### config.mk
export PLATFORM = sky130hd
export DESIGN_NAME = mmp_modmul
export DESIGN_NICKNAME = d
export VERILOG_FILES = /design/src/rtl/core/mmp_pkg.sv /design/src/rtl/core/mmp_modmul.sv
export VERILOG_INCLUDE_DIRS = /design/src /design/src/rtl/core
export SDC_FILE = /design/constraint.sdc
export NUM_CORES = 2
export LEC_CHECK = 0
export BUFFER_PORTS_ARGS = -buffer_cell sky130_fd_sc_hd__buf_2
export CELL_PAD_IN_SITES_DETAIL_PLACEMENT = 1
export CELL_PAD_IN_SITES_GLOBAL_PLACEMENT = 1
export CORE_MARGIN = 1
export CORE_UTILIZATION = 30
export CTS_CLUSTER_SIZE = 28
export DETAILED_ROUTE_END_ITERATION = 8
export PLACE_DENSITY_LB_ADDON = 0.1
export SYNTH_ARGS = -nofsm -noshare
export SYNTH_HDL_FRONTEND = slang
export SYNTH_SLANG_ARGS = --single-unit
### constraint.sdc
create_clock -name i_clk -period 18.35 [get_ports i_clk]
set_input_delay 0.9175 -clock i_clk [delete_from_list [all_inputs] [get_ports i_clk]]
set_output_delay 0.9175 -clock i_clk [all_outputs]
set_load 0.01 [all_outputs]
### src/rtl/core/modular_matrix_power_unit_assert.svh
// ----------------------------------------------------------------------------
// Assertion macros for the modular matrix power unit
// Shared concurrent assertion forms, sampled on i_clk, muted during reset.
// ----------------------------------------------------------------------------
`ifndef MODULAR_MATRIX_POWER_UNIT_ASSERT_SVH
`define MODULAR_MATRIX_POWER_UNIT_ASSERT_SVH

// The consequent must hold in the same cycle as the antecedent.
`define MMP_ASSERT_HOLD(lbl, ante, cons, msg) \
    lbl: assert property (@(posedge i_clk) disable iff (!i_rst_n) (ante) |-> (cons)) \
        else $error(msg);

// The consequent must hold in the cycle after the antecedent.
`define MMP_ASSERT_NEXT(lbl, ante, cons, msg) \
    lbl: assert property (@(posedge i_clk) disable iff (!i_rst_n) (ante) |=> (cons)) \
        else $error(msg);

`endif

### src/rtl/core/mmp_pkg.sv
// ----------------------------------------------------------------------------
// Modular matrix power package
// Shared constants, types and address helper for the matrix power unit.
// ----------------------------------------------------------------------------
`default_nettype none

package mmp_pkg;

    localparam int MAX_N  = 8;
    localparam int CELLS  = MAX_N * MAX_N;
    localparam int ADDR_W = $clog2(CELLS);
    localparam int DATA_W = 30;
    localparam int SIZE_W = 4;
    localparam int CNT_W  = ADDR_W + 1;

    localparam logic [DATA_W-1:0] MODULUS  = 30'd1000000007;
    localparam logic [31:0]       MOD_X1   = 32'd1000000007;
    localparam logic [31:0]       MOD_X2   = 32'd2000000014;

    // Barrett factor floor(2^60 / modulus), fits in 31 bits.
    localparam logic [63:0] BARRETT_MU64 = 64'h1000_0000_0000_0000 / 64'd1000000007;
    localparam logic [30:0] BARRETT_MU   = BARRETT_MU64[30:0];

    // Configuration register indexes.
    localparam logic [0:0] REG_MATRIX_SIZE = 1'b0;
    localparam logic [0:0] REG_EXPONENT    = 1'b1;

    typedef enum logic [3:0] {
        ST_LOAD,
        ST_COPY,
        ST_DRAIN,
        ST_NORM,
        ST_BIT,
        ST_MREQ,
        ST_MRUN,
        ST_MWAIT,
        ST_OREQ,
        ST_OLOAD,
        ST_OWAIT
    } t_state;

    typedef enum logic [1:0] {
        MD_INIT,
        MD_SQUARE,
        MD_BASE
    } t_mode;

    typedef enum logic [1:0] {
        MS_IDLE,
        MS_QUOT,
        MS_BACK,
        MS_FIX
    } t_mul_state;

    typedef struct packed {
        logic              start;
        logic [DATA_W-1:0] a;
        logic [DATA_W-1:0] b;
    } t_mul_req;

    typedef struct packed {
        logic              done;
        logic [DATA_W-1:0] result;
    } t_mul_rsp;

    // Flat row-major address of (row, col) in an n-by-n matrix.
    function automatic logic [ADDR_W-1:0] mmp_addr(input logic [2:0] row,
                                                   input logic [2:0] col,
                                                   input logic [SIZE_W-1:0] n);
        logic [6:0] full;
        full = ({4'b0, row} * {3'b0, n}) + {4'b0, col};
        return full[ADDR_W-1:0];
    endfunction

endpackage

`default_nettype wire

### src/rtl/core/mmp_modmul.sv
// ----------------------------------------------------------------------------
// Shared modular multiplier
// One 31x31 multiplier reused for the product and both Barrett steps.
// ----------------------------------------------------------------------------
`default_nettype none

`include "modular_matrix_power_unit_assert.svh"

module mmp_modmul (
    input  wire logic              i_clk,
    input  wire logic              i_rst_n,
    input  wire mmp_pkg::t_mul_req i_req,
    output mmp_pkg::t_mul_rsp      o_rsp
);

    mmp_pkg::t_mul_state r_state, n_state;
    logic [61:0] r_mp;
    logic [31:0] r_plo;
    logic [29:0] r_res;
    logic        r_done;

    logic [30:0] mul_x, mul_y;
    logic [61:0] mul_p;
    logic [31:0] diff, fixed;

    // The one multiplier of the unit.
    assign mul_p = {31'b0, mul_x} * {31'b0, mul_y};

    // Next state: product, quotient estimate, back multiply, correction.
    always_comb begin
        n_state = r_state;
        case (r_state)
            mmp_pkg::MS_IDLE: if (i_req.start) n_state = mmp_pkg::MS_QUOT;
            mmp_pkg::MS_QUOT: n_state = mmp_pkg::MS_BACK;
            mmp_pkg::MS_BACK: n_state = mmp_pkg::MS_FIX;
            mmp_pkg::MS_FIX:  n_state = mmp_pkg::MS_IDLE;
            default:          n_state = mmp_pkg::MS_IDLE;
        endcase
    end

    // Multiplier operand selection per step.
    always_comb begin
        mul_x = '0;
        mul_y = '0;
        case (r_state)
            mmp_pkg::MS_IDLE: begin
                mul_x = {1'b0, i_req.a};
                mul_y = {1'b0, i_req.b};
            end
            mmp_pkg::MS_QUOT: begin
                mul_x = r_mp[59:29];
                mul_y = mmp_pkg::BARRETT_MU;
            end
            mmp_pkg::MS_BACK: begin
                mul_x = r_mp[61:31];
                mul_y = {1'b0, mmp_pkg::MODULUS};
            end
            default: begin
                mul_x = '0;
                mul_y = '0;
            end
        endcase
    end

    // The Barrett remainder is below three moduli; subtract up to two.
    always_comb begin
        diff = r_plo - r_mp[31:0];
        if (diff >= mmp_pkg::MOD_X2) begin
            fixed = diff - mmp_pkg::MOD_X2;
        end else if (diff >= mmp_pkg::MOD_X1) begin
            fixed = diff - mmp_pkg::MOD_X1;
        end else begin
            fixed = diff;
        end
    end

    // Control registers.
    always_ff @(posedge i_clk) begin
        if (!i_rst_n) begin
            r_state <= mmp_pkg::MS_IDLE;
            r_done  <= 1'b0;
        end else begin
            r_state <= n_state;
            r_done  <= (r_state == mmp_pkg::MS_FIX);
        end
    end

    // Datapath registers.
    always_ff @(posedge i_clk) begin
        case (r_state)
            mmp_pkg::MS_IDLE: if (i_req.start) r_mp <= mul_p;
            mmp_pkg::MS_QUOT: begin
                r_plo <= r_mp[31:0];
                r_mp  <= mul_p;
            end
            mmp_pkg::MS_BACK: r_mp <= mul_p;
            mmp_pkg::MS_FIX:  r_res <= fixed[29:0];
            default: ;
        endcase
    end

    assign o_rsp.done   = r_done;
    assign o_rsp.result = r_res;

    `MMP_ASSERT_HOLD(a_start_when_idle, i_req.start, r_state == mmp_pkg::MS_IDLE, "start while busy")
    `MMP_ASSERT_HOLD(a_result_reduced, r_done, r_res < mmp_pkg::MODULUS, "result not reduced")
    `MMP_ASSERT_NEXT(a_done_after_fix, r_state == mmp_pkg::MS_FIX, r_done, "missing done pulse")

endmodule

`default_nettype wire

==> Implementation_results.wiki <==
{| class="wikitable"
! Metric !! Value
|-
| Result of the run || completed
|-
| 1st-iter DRT viols || 1588
|-
| Tmin final || 11180 ps
|-
| Pins over their slew limit || 0
|-
| CTS tree || done
|-
| Clock Sinks || 127
|-
| Measured slew at the worst slew-check pin || 1190 ps
|-
| CTS HTree Levels || 4
|-
| Critical path buffer and inverter count || 5
|-
| Startpoint types || flip-flop
|-
| WP data arrival || 11380 ps
|-
| Yosys Warn Count || 0
|-
| CP max-delay cell || a211oi_1
|-
| Data required, critical path || 18550 ps
|-
| DP Wirelength || 123000 um
|-
| Type of the tightest min-delay check || flip-flop to flip-flop
|-
| Final-report setup violation count || 0
|-
| Mapped Avg Cell Area || 8.92 um2
|-
| Ports || 94
|-
| Number of routed nets with antenna violations || 0
|-
| Pin count of the biggest net entering global routing || 61
|-
| Vias after detailed routing || 29700
|-
| Synth Register Bits || 127
|-
| Global-route wire length before repair || 229000 um
|-
| CP peak stage delay || 980 ps
|-
| Number of antenna violations at the first check in global routing || 4
|-
| Startpoint of the most critical hold path || r_mp[17]
|-
| Hold Crit Depth || 0
|-
| Average wire per cell in the routed design || 26.3 um
|-
| Pre-Repair DR Iteration Count || 5
|-
| Hold-fix buffer count after cts || 0
|-
| Kind of end point of the critical path || flip-flop
|-
| Period utilization || 61.0%
|-
| Final nets || 5445
|-
| Area growth, synth to finish || 8.52%
|-
| Kind of critical path || flip-flop to flip-flop
|-
| Via count of the first global-routing pass || 32900
|-
| Leading cell types in the layout, fill and taps excluded || fa_1, inv_1, nand2_1, nor2_1, ha_1
|-
| Post-synth EDFFs || 124
|-
| Commonest non-fill, non-tap cell in the layout || fa_1
|-
| Sum of routed wire length over all layers || 155000 um
|-
| Ys async rst share || 0%
|-
| Count of maximum capacitance violations || 0
|-
| Number of buffers created by CTS || 17
|-
| R2r endpoint || r_mp[49]
|-
| Synth Flop Type || edfxtp_1
|-
| Number of buffers between clock root and the deepest sink || 2
|-
| Last weighted congestion value of the routability-driven placer || 0.889
|-
| Count of mapped cells out of synthesis || 4278
|-
| Number of fill cells in the layout || 14700
|-
| Site row count || 130
|-
| Final Skew || 18.7 ps
|-
| Diode count || 0
|-
| Chip width || 359 um
|-
| DRC violations left || 0
|-
| Mean number of vias per cell || 5.02
|-
| Die span in y || 359 um
|-
| Most frequent cell on the critical path || fa_1
|-
| Share of cells above drive strength 1 || 7.65%
|-
| Starting Density || 30.3%
|-
| Number of hold-slack violations in the final timing report || 0
|-
| Overall global routing resource usage || 24.7%
|-
| Headroom to the max-slew limit || 20.6%
|-
| Library cells used by synthesis || 83
|-
| IO buf count || 93
|-
| Source-to-sink clock delay at the later pin of the worst-skew pair || 460 ps
|-
| Worst reg-to-reg setup slack || 7170 ps
|-
| Core Region || 0.126 mm2
|-
| Root cell of the clock tree || clkbuf_16
|-
| Post-Synthesis Cell Area || 0.0381 mm2
|-
| Die area || 0.129 mm2
|-
| Part of the Yosys area used for sequential elements || 9.92%
|-
| Post_cts resized || 0
|-
| Maximum clock frequency || 89.4 MHz
|-
| End of the worst hold path || r_plo[17]
|-
| Syn_nets || 5472
|-
| Worst reg2reg path depth || 30
|-
| Buffers inserted by post-CTS timing repair || 0
|-
| Start of the worst register-to-register path || r_state[0]
|-
| Gate family responsible for the most delay along the worst path || adder cells
|-
| Clock slew at the register clock pins of the worst setup and hold paths || 80 ps
|-
| Total overflow reported by the global router || 0
|-
| Setup_tns || 0 ps
|-
| Highest fanout seen on the critical path || 60
|-
| Unrepaired setup endpoints after global routing || no
|}
## per-layer routing
| layer | share of wire (%) | global-route usage, % | up-vias |
|---|---|---|---|
| met4 | 2.0 | 4.68 | 0 |
| li1 | - | - | 13000 |
| met3 | 3.5 | 2.41 | 105 |
| met5 | 0 | 0 | - |
| met2 | 51 | 44.2 | 502 |
| met1 | 43 | 32.5 | 16000 |
## worst max path at each step
stage                     startpoint  endpoint  cells past startpoint
after floorplan           r_state[1]  r_mp[49]                     32
after global placement    r_state[1]  r_mp[49]                     32
after detailed placement  r_state[1]  r_mp[49]                     32
after CTS                 r_state[0]  r_mp[49]                     30
after global routing      r_state[0]  r_mp[49]                     30
final                     r_state[0]  r_mp[49]                     30
## registers in the layout, indices dropped and copies added (netlist names)
signal,flops
r_state,2
r_mp,62
r_done,1
r_plo,32
r_res,30
## logic make-up (layout without fill, tap and decap cells)
kind of cell / after synthesis / in the layout / synth area share (%)
xor+xnor: 118 / 118 / 2.71
simple gates: 1381 / 1381 / 14.9
flops: 127 / 127 / 9.92
fa+ha+maj: 1131 / 1131 / 53.6
compound gates: 466 / 466 / 8.33
mux: 6 / 6 / 0.164
buf+inv: 1049 / 1035 / 10.4
## stage by stage
stage                     utilization (%)  cell area [um2]  setup slack [ps]  cells  hold WS (ps)
after floorplan                         -            38100              8530   4278           426
after global placement               32.4            40800              7330   5882           436
after detailed placement             32.4            40800              7240   5882           439
after CTS                            32.9            41400              7190   5914           454
after global routing                 32.9            41400              6780   5914           464
final                                32.9            41400              7170   5914           452
## cells in the mapped netlist (6+ instances only)
cell type / n / area (um2)
a21oi_1: 131 / 656
ha_1: 293 / 3670
a221oi_1: 6 / 52.6
nor2b_1: 16 / 100
nor2_1: 558 / 2090
xnor2_1: 84 / 736
o211ai_1: 8 / 60.1
a31o_2: 33 / 289
xor2_1: 34 / 298
o21a_1: 10 / 75.1
o21ai_0: 58 / 290
and3_1: 17 / 106
o21ai_1: 8 / 40.0
nand4_1: 15 / 93.8
nor3b_1: 7 / 52.6
nand2_1: 626 / 2350
nand3_1: 33 / 165
or3_1: 10 / 62.6
and2_1: 33 / 206
a31oi_1: 42 / 263
buf_2: 11 / 55.1
edfxtp_1: 124 / 3720
inv_1: 814 / 3060
buf_1: 12 / 45.0
a211oi_1: 10 / 75.1
fa_1: 838 / 16800
o21bai_1: 16 / 120
a21o_1: 81 / 608
nand2b_1: 16 / 100
nor3_1: 23 / 115
clkbuf_1: 207 / 777
## final cells by class
| type | count | area [um2] | share of cell area, % |
|---|---|---|---|
| clock inverter | 15 | 195 | 0.471 |
| multi-input combinational | 3102 | 30700 | 74.1 |
| tap | 1650 | 2060 | 4.99 |
| timing repair buffer | 189 | 1190 | 2.87 |
| inverter | 814 | 3060 | 7.38 |
| clock buffer | 17 | 425 | 1.03 |
| sequential | 127 | 3780 | 9.14 |
Power is left out: the tool's default activity adds up to more than one toggle a clock period on the data nets, which glitch-free logic cannot reach.
